**src/hw/rtl/sliding_window_maximum_unit_assert.svh**
```systemverilog
// Assertion macros for the sliding window maximum unit.
`ifndef SLIDING_WINDOW_MAXIMUM_UNIT_ASSERT_SVH
`define SLIDING_WINDOW_MAXIMUM_UNIT_ASSERT_SVH

// Same-cycle implication, sampled on i_clk, off while i_rst_n is low.
`define SWM_ASSERT_IMPL(label, ante, cons) \
    label: assert property (@(posedge i_clk) disable iff (!i_rst_n) \
        (ante) |-> (cons)) else $error("swm check failed");

// Next-cycle implication, sampled on i_clk, off while i_rst_n is low.
`define SWM_ASSERT_NEXT(label, ante, cons) \
    label: assert property (@(posedge i_clk) disable iff (!i_rst_n) \
        (ante) |=> (cons)) else $error("swm check failed");

`endif

```
**src/hw/rtl/swm_pkg.sv**
```systemverilog
// Shared constants, state encoding and control structs of the window maximum unit.
package swm_pkg;

    localparam int SAMPLE_W = 16;
    localparam int WIN_MAX  = 64;
    localparam int AW       = $clog2(WIN_MAX);
    localparam int LEN_W    = AW + 1;
    localparam int CFG_W    = 7;

    typedef enum logic [4:0] {
        ST_IDLE  = 5'b00001,
        ST_FRONT = 5'b00010,
        ST_POP   = 5'b00100,
        ST_PUSH  = 5'b01000,
        ST_OUT   = 5'b10000
    } t_state;

    typedef struct packed {
        logic accept;
        logic drop;
        logic pop;
        logic push;
        logic out_load;
        logic cq_rd_en;
    } t_cmd;

    typedef struct packed {
        logic front_match;
        logic pop_ok;
        logic result_due;
        logic out_free;
    } t_stat;

endpackage

```
**src/hw/rtl/swm_dp.sv**
```systemverilog
// Datapath: sample ring, candidate queue memory, counters and output register.
module swm_dp
    import swm_pkg::*;
(
    input  logic                       i_clk,
    input  logic                       i_rst_n,
    input  t_cmd                       i_cmd,
    output t_stat                      o_stat,
    input  logic signed [SAMPLE_W-1:0] i_sample,
    input  logic                       i_restart,
    input  logic                       i_cfg_we,
    input  logic [CFG_W-1:0]           i_cfg_wdata,
    input  logic                       i_out_stall,
    output logic                       o_out_valid,
    output logic signed [SAMPLE_W-1:0] o_window_max
);

    logic [SAMPLE_W-1:0] r_cq   [WIN_MAX];
    logic [SAMPLE_W-1:0] r_hist [WIN_MAX];

    logic signed [SAMPLE_W-1:0] r_sample, n_sample;
    logic [LEN_W-1:0]           r_len, n_len;
    logic [AW-1:0]              r_head, n_head;
    logic [AW-1:0]              r_wpos, n_wpos;
    logic [LEN_W-1:0]           r_fill, n_fill;
    logic [CFG_W-1:0]           r_win_size, n_win_size;
    logic                       r_front_new, n_front_new;
    logic                       r_out_valid, n_out_valid;
    logic signed [SAMPLE_W-1:0] r_out_data, n_out_data;
    logic [SAMPLE_W-1:0]        r_cq_rd;
    logic [SAMPLE_W-1:0]        r_hist_rd;

    logic [LEN_W-1:0] win;
    logic [LEN_W-1:0] fill_inc;
    logic [LEN_W-1:0] len_p;
    logic [AW-1:0]    head_p;
    logic [AW-1:0]    hist_raddr;
    logic [AW-1:0]    cq_raddr;
    logic [AW-1:0]    cq_waddr;
    logic             cq_we;

    always_comb begin
        if (r_win_size == '0) begin
            win = LEN_W'(1);
        end else if (r_win_size > CFG_W'(WIN_MAX)) begin
            win = LEN_W'(WIN_MAX);
        end else begin
            win = LEN_W'(r_win_size);
        end
    end

    assign fill_inc   = (r_fill == LEN_W'(WIN_MAX)) ? r_fill : r_fill + LEN_W'(1);
    assign hist_raddr = r_wpos - win[AW-1:0];

    always_comb begin
        n_sample    = r_sample;
        n_len       = r_len;
        n_head      = r_head;
        n_wpos      = r_wpos;
        n_fill      = r_fill;
        n_front_new = r_front_new;
        head_p      = r_head;
        len_p       = r_len;
        cq_we       = 1'b0;
        cq_waddr    = r_head;
        n_win_size  = i_cfg_we ? i_cfg_wdata : r_win_size;

        if (i_cmd.accept) begin
            n_sample = i_sample;
            if (i_restart) begin
                n_len  = '0;
                n_fill = '0;
                n_wpos = '0;
            end
        end
        if (i_cmd.drop) begin
            n_head = r_head + AW'(1);
            n_len  = r_len - LEN_W'(1);
        end
        if (i_cmd.pop) begin
            n_len = r_len - LEN_W'(1);
        end
        if (i_cmd.push) begin
            // full queue: drop the oldest candidate so the sample still fits
            if (r_len == LEN_W'(WIN_MAX)) begin
                head_p = r_head + AW'(1);
                len_p  = r_len - LEN_W'(1);
            end
            cq_we       = 1'b1;
            cq_waddr    = head_p + len_p[AW-1:0];
            n_head      = head_p;
            n_len       = len_p + LEN_W'(1);
            n_front_new = (len_p == '0);
            n_wpos      = r_wpos + AW'(1);
            n_fill      = fill_inc;
        end

        // front after accept or push, otherwise the current back entry
        if (i_cmd.accept || i_cmd.push) begin
            cq_raddr = n_head;
        end else begin
            cq_raddr = n_head + n_len[AW-1:0] - AW'(1);
        end
    end

    assign o_stat.front_match = (r_fill >= win) && (r_len != '0) && (r_cq_rd == r_hist_rd);
    assign o_stat.pop_ok      = (r_len != '0) && ($signed(r_cq_rd) < r_sample);
    assign o_stat.result_due  = (fill_inc >= win);
    assign o_stat.out_free    = !r_out_valid || !i_out_stall;

    assign n_out_data  = i_cmd.out_load ? (r_front_new ? r_sample : $signed(r_cq_rd))
                                        : r_out_data;
    assign n_out_valid = i_cmd.out_load ? 1'b1 : (r_out_valid && i_out_stall);

    always_ff @(posedge i_clk) begin
        if (!i_rst_n) begin
            r_len       <= '0;
            r_head      <= '0;
            r_wpos      <= '0;
            r_fill      <= '0;
            r_win_size  <= CFG_W'(1);
            r_out_valid <= 1'b0;
        end else begin
            r_len       <= n_len;
            r_head      <= n_head;
            r_wpos      <= n_wpos;
            r_fill      <= n_fill;
            r_win_size  <= n_win_size;
            r_out_valid <= n_out_valid;
        end
    end

    always_ff @(posedge i_clk) begin
        r_sample    <= n_sample;
        r_front_new <= n_front_new;
        r_out_data  <= n_out_data;
    end

    always_ff @(posedge i_clk) begin
        if (cq_we) begin
            r_cq[cq_waddr] <= r_sample;
        end
        if (i_cmd.cq_rd_en) begin
            r_cq_rd <= r_cq[cq_raddr];
        end
    end

    always_ff @(posedge i_clk) begin
        if (i_cmd.push) begin
            r_hist[r_wpos] <= r_sample;
        end
        r_hist_rd <= r_hist[hist_raddr];
    end

    assign o_out_valid  = r_out_valid;
    assign o_window_max = r_out_data;

endmodule

```
**src/hw/rtl/swm_ctrl.sv**
```systemverilog
// Controller: sequences accept, front check, back pops, push and result load.
module swm_ctrl
    import swm_pkg::*;
(
    input  logic  i_clk,
    input  logic  i_rst_n,
    input  logic  i_in_valid,
    output logic  o_in_stall,
    input  t_stat i_stat,
    output t_cmd  o_cmd
);

    t_state r_state, n_state;

    always_comb begin
        n_state = r_state;
        o_cmd   = '0;
        case (r_state)
            ST_IDLE: begin
                o_cmd.cq_rd_en = 1'b1;
                if (i_in_valid) begin
                    o_cmd.accept = 1'b1;
                    n_state      = ST_FRONT;
                end
            end
            ST_FRONT: begin
                o_cmd.cq_rd_en = 1'b1;
                o_cmd.drop     = i_stat.front_match;
                n_state        = ST_POP;
            end
            ST_POP: begin
                o_cmd.cq_rd_en = 1'b1;
                if (i_stat.pop_ok) begin
                    o_cmd.pop = 1'b1;
                end else begin
                    n_state = ST_PUSH;
                end
            end
            ST_PUSH: begin
                o_cmd.cq_rd_en = 1'b1;
                o_cmd.push     = 1'b1;
                n_state        = i_stat.result_due ? ST_OUT : ST_IDLE;
            end
            ST_OUT: begin
                if (i_stat.out_free) begin
                    o_cmd.out_load = 1'b1;
                    n_state        = ST_IDLE;
                end
            end
            default: begin
                n_state = ST_IDLE;
            end
        endcase
    end

    assign o_in_stall = (r_state != ST_IDLE);

    always_ff @(posedge i_clk) begin
        if (!i_rst_n) begin
            r_state <= ST_IDLE;
        end else begin
            r_state <= n_state;
        end
    end

endmodule

```
**src/hw/rtl/sliding_window_maximum_unit.sv**
```systemverilog
// Samples are taken one at a time: o_in_stall stays high from each transfer until
//   its pops, push and any result load are done; the pop loop reads one queue
//   entry per cycle from the candidate memory.
// A result waiting in the output register does not block the next input transfer.
// Reset (i_rst_n low, synchronous): queue and window empty, window size 1,
//   no result pending; sample and queue memories keep their contents.
module sliding_window_maximum_unit
    import swm_pkg::*;
(
    input  logic                       i_clk,
    input  logic                       i_rst_n,
    input  logic                       i_in_valid,
    output logic                       o_in_stall,
    input  logic signed [SAMPLE_W-1:0] i_sample,
    input  logic                       i_restart,
    output logic                       o_out_valid,
    input  logic                       i_out_stall,
    output logic signed [SAMPLE_W-1:0] o_window_max,
    input  logic                       i_cfg_we,
    input  logic [CFG_W-1:0]           i_cfg_wdata
);

`include "sliding_window_maximum_unit_assert.svh"

    t_cmd  s_cmd;
    t_stat s_stat;

    // Controller walks each sample through: accept, drop a stale front,
    // pop smaller back entries one per cycle, push, then hand off the front once the window fills.
    swm_ctrl u_ctrl (
        .i_clk      (i_clk),
        .i_rst_n    (i_rst_n),
        .i_in_valid (i_in_valid),
        .o_in_stall (o_in_stall),
        .i_stat     (s_stat),
        .o_cmd      (s_cmd)
    );

    // Datapath holds the ring of recent samples, the non-increasing candidate
    // queue (circular, head pointer plus length) and the output register.
    swm_dp u_dp (
        .i_clk        (i_clk),
        .i_rst_n      (i_rst_n),
        .i_cmd        (s_cmd),
        .o_stat       (s_stat),
        .i_sample     (i_sample),
        .i_restart    (i_restart),
        .i_cfg_we     (i_cfg_we),
        .i_cfg_wdata  (i_cfg_wdata),
        .i_out_stall  (i_out_stall),
        .o_out_valid  (o_out_valid),
        .o_window_max (o_window_max)
    );

    // A transfer always starts work, so the input side goes busy next cycle.
    `SWM_ASSERT_NEXT(a_accept_busy, i_in_valid && !o_in_stall, o_in_stall)
    // Never overwrite a result the consumer has not taken.
    `SWM_ASSERT_IMPL(a_load_free, s_cmd.out_load, (!o_out_valid || !i_out_stall))
    // Accept, drop, pop, push and result load are never issued together.
    `SWM_ASSERT_IMPL(a_one_op, 1'b1, ($onehot0({s_cmd.accept, s_cmd.drop, s_cmd.pop, s_cmd.push, s_cmd.out_load})))
    // A pop only follows a successful compare.
    `SWM_ASSERT_IMPL(a_pop_ok, s_cmd.pop, s_stat.pop_ok)

endmodule

```
**config.mk**
```make
export PLATFORM = sky130hd
export DESIGN_NAME = sliding_window_maximum_unit
export DESIGN_NICKNAME = d
export VERILOG_FILES = /design/src/hw/rtl/swm_pkg.sv /design/src/hw/rtl/swm_dp.sv /design/src/hw/rtl/swm_ctrl.sv /design/src/hw/rtl/sliding_window_maximum_unit.sv
export VERILOG_INCLUDE_DIRS = /design/src /design/src/hw/rtl
export SDC_FILE = /design/constraint.sdc
export NUM_CORES = 2
export LEC_CHECK = 0
export ABC_AREA = 1
export BUFFER_PORTS_ARGS = -buffer_cell sky130_fd_sc_hd__buf_2
export CAP_MARGIN = 20
export CORE_MARGIN = 4
export CORE_UTILIZATION = 25
export CTS_CLUSTER_SIZE = 30
export DETAILED_ROUTE_END_ITERATION = 6
export PLACE_DENSITY = 0.45
export SLEW_MARGIN = 20
export SYNTH_ARGS = -nofsm -noshare
export SYNTH_HDL_FRONTEND = slang
export SYNTH_SLANG_ARGS = --single-unit
```
**constraint.sdc**
```tcl
create_clock -name i_clk -period 5.6 [get_ports i_clk]
set_clock_uncertainty 0.05 [all_clocks]
set_input_delay 1.12 -clock i_clk [delete_from_list [all_inputs] [get_ports i_clk]]
set_output_delay 1.12 -clock i_clk [all_outputs]
set_load 0.03 [all_outputs]
```
Word-level counts from Yosys, hierarchy flattened:

Memories as Yosys holds them, arrays and structs flattened. A register that Yosys moved wholly into a read port is not among the register bits.
Cells that the tools add are included.

* magnitude comparators: 4
* eq/ne operators: 12
* mux-type cells: 41
* reduce and logical (&&, ||, !) cells: 19
* add/sub/neg operators: 9

Operator list (number)
* $mux W7: 13
* $mux W6: 9
* $pmux W5 S5: 1
* $mux W5: 4
* $eq A16 B16 Y1: 1
* $lt A16 B16 Y1: 1
* $mux W16: 1
* $add A7 B1 Y7 const B: 2
* $eq A7 B7 Y1 const B: 2
* $ge A7 B7 Y1: 2
* $logic_not A7 Y1: 2
* $mux W1: 13
* $add A6 B1 Y6 const B: 2
* $add A6 B6 Y6: 2
* $reduce_bool A4 Y1: 2
* $gt A7 B7 Y1 const B: 1
* $reduce_bool A7 Y1: 1
* $sub A7 B1 Y7 const B: 1
* $ne A2 B2 Y1 const B: 3
* $sub A6 B1 Y6 const B: 1
* $sub A6 B6 Y6: 1
* $eq A5 B1 Y1 const B: 1
* $eq A5 B2 Y1 const B: 1
* $eq A5 B3 Y1 const B: 1
* 10 further kinds: 17

* memories kept: 2
* RAM bits: 2048
* bits in registers: 72
* word-level logic and storage cells: 98

Memory list
* u_dp.r_cq: words 64, bits a word 16, read ports 1, clocked after Yosys merged registers in 1, wr ports 1, RTL line swm_dp.sv:18 `logic [SAMPLE_W-1:0] r_cq [WIN_MAX];`
* u_dp.r_hist: words 64, bits a word 16, read ports 1, clocked after Yosys merged registers in 1, wr ports 1, RTL line swm_dp.sv:19 `logic [SAMPLE_W-1:0] r_hist [WIN_MAX];`

Logic depth before layout (Yosys ltp):

* depth in word-level cells: 13
* gate-level depth with buffers: 34

Modules after synthesis:

From an unflattened synthesis, not the netlist that was laid out.

* cell total of the unflattened synthesis: 8054
* area total of the unflattened synthesis: 91151.2 µm²

Modules (own cells, without submodules)
* swm_dp: area an instance 90809.6 µm², sequential area each 63971.4 µm², times used 1, cells each 7999
* swm_ctrl: area an instance 341.6 µm², sequential area each 100.1 µm², times used 1, cells each 55

Least setup slack after synthesis:

OpenSTA, ideal clock, no wires.

* kind: register -> register
* start: register u_dp.r_sample[5]
* end: register u_dp.r_cq_rd[5] (read register of u_dp.r_cq), data pin
* setup slack: -0.320 ns
* stages on the path, launching flop included: 30
* data arrival time: 5.617 ns
* data required time: 5.297 ns
* period minus slack after synthesis: 5.920 ns
* setup time: 0.253 ns
* cells stage by stage: edfxtp_1 > inv_1 > ha_1 > a21oi_1 > nor2_1 > a211oi_1 > o21ai_0 > nand2_1 > nand2_1 > nand2_1 > nand3_1 > nand2_1 > nor2_1 > inv_1 > nor2_1 > a221oi_1 > ha_1 > inv_1 > ha_1 > inv_1 > fa_1 > inv_1 > o21ai_0 > buf_2 > clkbuf_1 > nand3_1 > nand3_1 > nand3_1 > nand3_1 > nand2_1

* longest elaborated chain between the ends: 9

Ends and longest elaborated chain
* from (decl): RTL line swm_dp.sv:21 `logic signed [SAMPLE_W-1:0] r_sample, n_sample;`
* from (signal assigned): RTL line swm_dp.sv:134 `r_sample <= n_sample;`
* $lt A16 B16 Y1: RTL line swm_dp.sv:107 `assign o_stat.pop_ok = (r_len != '0) && ($signed(r_cq_rd) < r_sample);`
* $logic_and A1 B1 Y1: RTL line swm_dp.sv:107
* $mux W1: RTL line swm_ctrl.sv:33 `if (i_stat.pop_ok) begin`
* $mux W1: RTL line swm_ctrl.sv:18 `case (r_state)`
* $mux W7: RTL line swm_dp.sv:80 `if (i_cmd.pop) begin`
* $mux W7: RTL line swm_dp.sv:83 `if (i_cmd.push) begin`
* $add A6 B6 Y6: RTL line swm_dp.sv:102 `cq_raddr = n_head + n_len[AW-1:0] - AW'(1);`
* $sub A6 B1 Y6: RTL line swm_dp.sv:102
* $mux W6: RTL line swm_dp.sv:99 `if (i_cmd.accept || i_cmd.push) begin`
* to (decl): RTL line swm_dp.sv:30 `logic [SAMPLE_W-1:0] r_cq_rd;`

No other way between the ends.
A chain may end at the register's enable or synchronous reset.

Final worst setup path:

* start: register u_dp.r_cq_rd[15] (read register of u_dp.r_cq)
* end: register u_dp.r_cq_rd[5] (read register of u_dp.r_cq), data pin

* longest elaborated chain between the ends: 9
* elaborated cells between the ends (all ways): 15
* those cells by class: 2 x add/sub; 1 x order compare; 1 x eq/ne; 9 x mux; 2 x reduce/logical

Ends and longest elaborated chain (RTL line)
* $lt A16 B16 Y1 or $eq A16 B16 Y1 (tied branches): swm_dp.sv:107, swm_dp.sv:106
* $logic_and A1 B1 Y1 (on tied branches): swm_dp.sv:107, swm_dp.sv:106
* $mux W1 (on tied branches): swm_ctrl.sv:33, swm_ctrl.sv:18
* $mux W1 or $mux W7 (tied branches): swm_ctrl.sv:18, swm_dp.sv:76
* $mux W7: swm_dp.sv:80
* $mux W7: swm_dp.sv:83
* $add A6 B6 Y6: swm_dp.sv:102
* $sub A6 B1 Y6: swm_dp.sv:102
* $mux W6 *: swm_dp.sv:99

Every way passes the cells marked *; elsewhere a longest branch is shown, timed or not.

==> out/results.txt <==
vias in the first global route: 59.28k
CP Max Fanout: 33
r2r worst-path depth: 25
delay-heaviest family, CP: simple AND/OR/NAND/NOR gates
Switch Pwr: 12.62 mW
synth top area cells: edfxtp_1 70%, nand3_1 6.7%, nand2_1 6.6%, o21ai_0 3.2%, nor2_1 3.0%
Hold EP: u_dp.r_sample[3]
Initial Util: 0.2514
post-synth top area cell: edfxtp_1
Post-synth ARST share: 0
worst hold start: i_sample[3]
Reg clk slew, reported paths: 60 ps
Area growth syn-to-layout: 16.37%
count leader, synth: edfxtp_1
GRT Residual Overflow: 0
final net count: 7966
drt first pass iters: 6
Syn. warnings: 0
Mapped Cells: 7806
total number of H-tree levels: 4
final worst setup slack: 183.1 ps
total power draw: 41.49 mW
Worst R2R End: u_dp.r_cq_rd[5]
Hold Path Cell Cnt: 1
clock sink count: 2152
FF-to-FF Start: u_dp.r_cq_rd[15]
Root Buffer: clkbuf_16
setup slack, reg-to-reg: 180 ps
crit path capture type: flop
CTS buffer count: 230
Top-Level Pins: 47
Required @ worst endpoint: 6170 ps
Starting DRT DRC Count: 6305
WS Path Type: reg2reg
global-route wire length before repair: 439.1 mm
Clock Latency Late Sink: 890 ps
startpoint type of the worst setup path: flop
post-route antenna net violation count: 0
Die Height: 609.2 um
IR drop worst, VDD: 0.2282 mV
Port Buf Inserts: 46
Primary FF master, synth: edfxtp_1
Slowest cell on crit path: fa_2
number of vias in the routed layout: 61.40k
initial antenna violation count: 19
register area share after synthesis: 0.7090
final core utilization: 0.2925
row count: 220
worst hold path type: in2reg
Via-to-Cell Ratio: 4.780
DP Wirelength: 176.8 mm
status: finished, final reports clean
Max Clock Freq: 184.6 MHz
All-Layer GR Usage: 0.1589
syn_nets: 7891
Final Setup Violations: 0
DIE WIDTH: 609.2 um
GP Congestion: 0.8485
CTS tree: built
part of the cycle the worst path needs: 0.9673
RSZ-0062 raised after global routing: true
measured slew at the worst slew-check pin: 1219 ps
Fin. Hold Viols: 0
WP buf/inv: 6
Sw Share: 0.3042
number of enable flip-flop cells after synthesis: 2097
slowest stage delay, CP: 580 ps
Comb power frac: 0.191
headroom to the max-slew limit: 0.1871
fin crit period: 5417 ps
Arr. time, crit path: 5980 ps
die area: 371200 um^2
top-area cell type share of the netlist area: 0.6968
Sequential Power Share: 0.445
Max Root-Sink Buffers: 4
Leak: 37.01 nW
Max-cap violations: 0
fin. max-slew vios: 0
Avg WL per Cell: 24.05 um
pwr dens: 394.5 nW/um^2
DP Worst Slack: -103.3 ps
Final Routed Wirelength: 309.0 mm
post-synthesis area per instance: 11.58 um^2
core area: 359500 um^2
layout cells sized above 1: 0.09554
Clock power frac: 0.364
top post-synthesis cells by count: 2097 x edfxtp_1, 1589 x nand2_1, 1216 x nand3_1, 729 x nor2_1, 572 x o21ai_0
Cell Area, Synth: 90370 um^2
hold_ws: 367.5 ps
internal power: 28.87 mW
Inst Count DP: 12.41k
Yosys reg bits: 2152
# DRC: 0
Netlist cell types: 51
pin count of the biggest net entering global routing: 173
Layout Cells excl Fill: 12.85k
==> repair_timing <==
item	CTS	global route
gates resized for setup	2	21
setup endpoints to repair	11	16
pin swaps	0	1
endpoints found under the hold margin	0	0
cloned	1	5
buffers inserted	2	2
hold buffers	0	0
==> cell families (layout without fill, tap and decap cells) <==
kind of cell,after synthesis,count (layout),synth area share
compound gates,1000,1000,0.06424
fa+ha+maj,56,56,0.008003
simple gates,3655,3655,0.1743
other cells,0,3,0
xor+xnor,26,26,0.002728
flops,2152,2152,0.7090
mux,2,2,0.0002215
buf+inv,915,1179,0.04155
==> state kept, by name, summed over array words and instances, names as in the netlist, 6 cells and up <==
| register | flops |
|---|---|
| u_dp.r_wpos | 6 |
| u_dp.r_head | 6 |
| u_dp.r_hist | 1024 |
| u_dp.r_sample | 16 |
| u_dp.r_len | 7 |
| u_dp.r_cq | 1024 |
| u_dp.r_hist_rd | 16 |
| u_dp.o_window_max | 16 |
| u_dp.r_fill | 7 |
| u_dp.r_win_size | 7 |
| u_dp.r_cq_rd | 16 |
==> worst max path at each step <==
stage | start | to | slack [ps] | cells after the start
2_1_floorplan | u_dp.r_sample[5] | u_dp.r_cq_rd[5] | -40 | 29
3_3_place_gp | u_dp.r_cq_rd[9] | u_dp.r_cq_rd[4] | -150 | 26
3_5_place_dp | u_dp.r_cq_rd[9] | u_dp.r_cq_rd[4] | -100 | 26
4_1_cts | u_dp.r_cq_rd[15] | u_dp.r_cq_rd[5] | 30 | 24
5_1_grt | u_dp.r_win_size[2] | u_dp.r_cq_rd[12] | -20 | 31
6_report | u_dp.r_cq_rd[15] | u_dp.r_cq_rd[5] | 180 | 25
==> placed cells by master (no fill, tap or decap), types with 5 or more instances in the layout <==
master and n:
nand3_1 1197, nand4_1 16, o221ai_1 134, a21oi_1 101, inv_6 5, nor2_2 6
clkinv_2 43, nand2_2 11, o21ai_0 569, buf_4 240, clkinv_1 55, a211oi_1 15
clkinvlp_4 7, clkbuf_16 239, xor2_1 18, o22ai_1 123, bufinv_16 21, nor3_1 7
buf_2 46, nand2_1 1586, nand3b_1 63, edfxtp_1 2097, nand3_2 18, ha_1 51
inv_2 13, nor2_4 8, a31oi_1 32, o21ai_2 5, dfxtp_1 55, clkbuf_1 48
buf_12 60, inv_1 384, nor2_1 723, nand3_4 5
==> power by group through the flow <==
stage / Clock [mW] / Sequential [mW] / Combinational (mW)
2_1_floorplan: 0 / 18.9 / 4.08
3_3_place_gp: 0 / 18.8 / 7.79
3_5_place_dp: 0 / 18.8 / 7.80
4_1_cts: 15.5 / 18.4 / 7.89
5_1_grt: 16.2 / 18.4 / 8.54
6_report: 15.1 / 18.5 / 7.93
==> per-layer routing <==
metal	GRT usage	up-vias	part of all wire
met5	0	-	0
li1	-	27950	-
met3	0.01676	437	0.052
met1	0.2189	31050	0.44
met2	0.2635	1968	0.48
met4	0.04834	0	0.033
==> layout make-up <==
| class | instances | area [um^2] |
|---|---|---|
| sequential | 2152 | 64070 |
| timing repair buffer | 355 | 3452 |
| clock inverter | 135 | 1210 |
| antenna | 3 | 7.507 |
| tap | 4773 | 5972 |
| inverter | 403 | 1545 |
| clock buffer | 286 | 6091 |
| fill | 36870 | 254300 |
| multi-input combinational | 4739 | 22820 |
==> stage by stage <==
step / TNS [ps] / instance area, um^2
finish: 0 / 105200
global placement: -983.6 / 97540
global route: -19.04 / 105200
floorplan: -646.0 / 90550
CTS: 0 / 104900
detailed placement: -387.2 / 97550
Power figures use the tool's default switching activity.
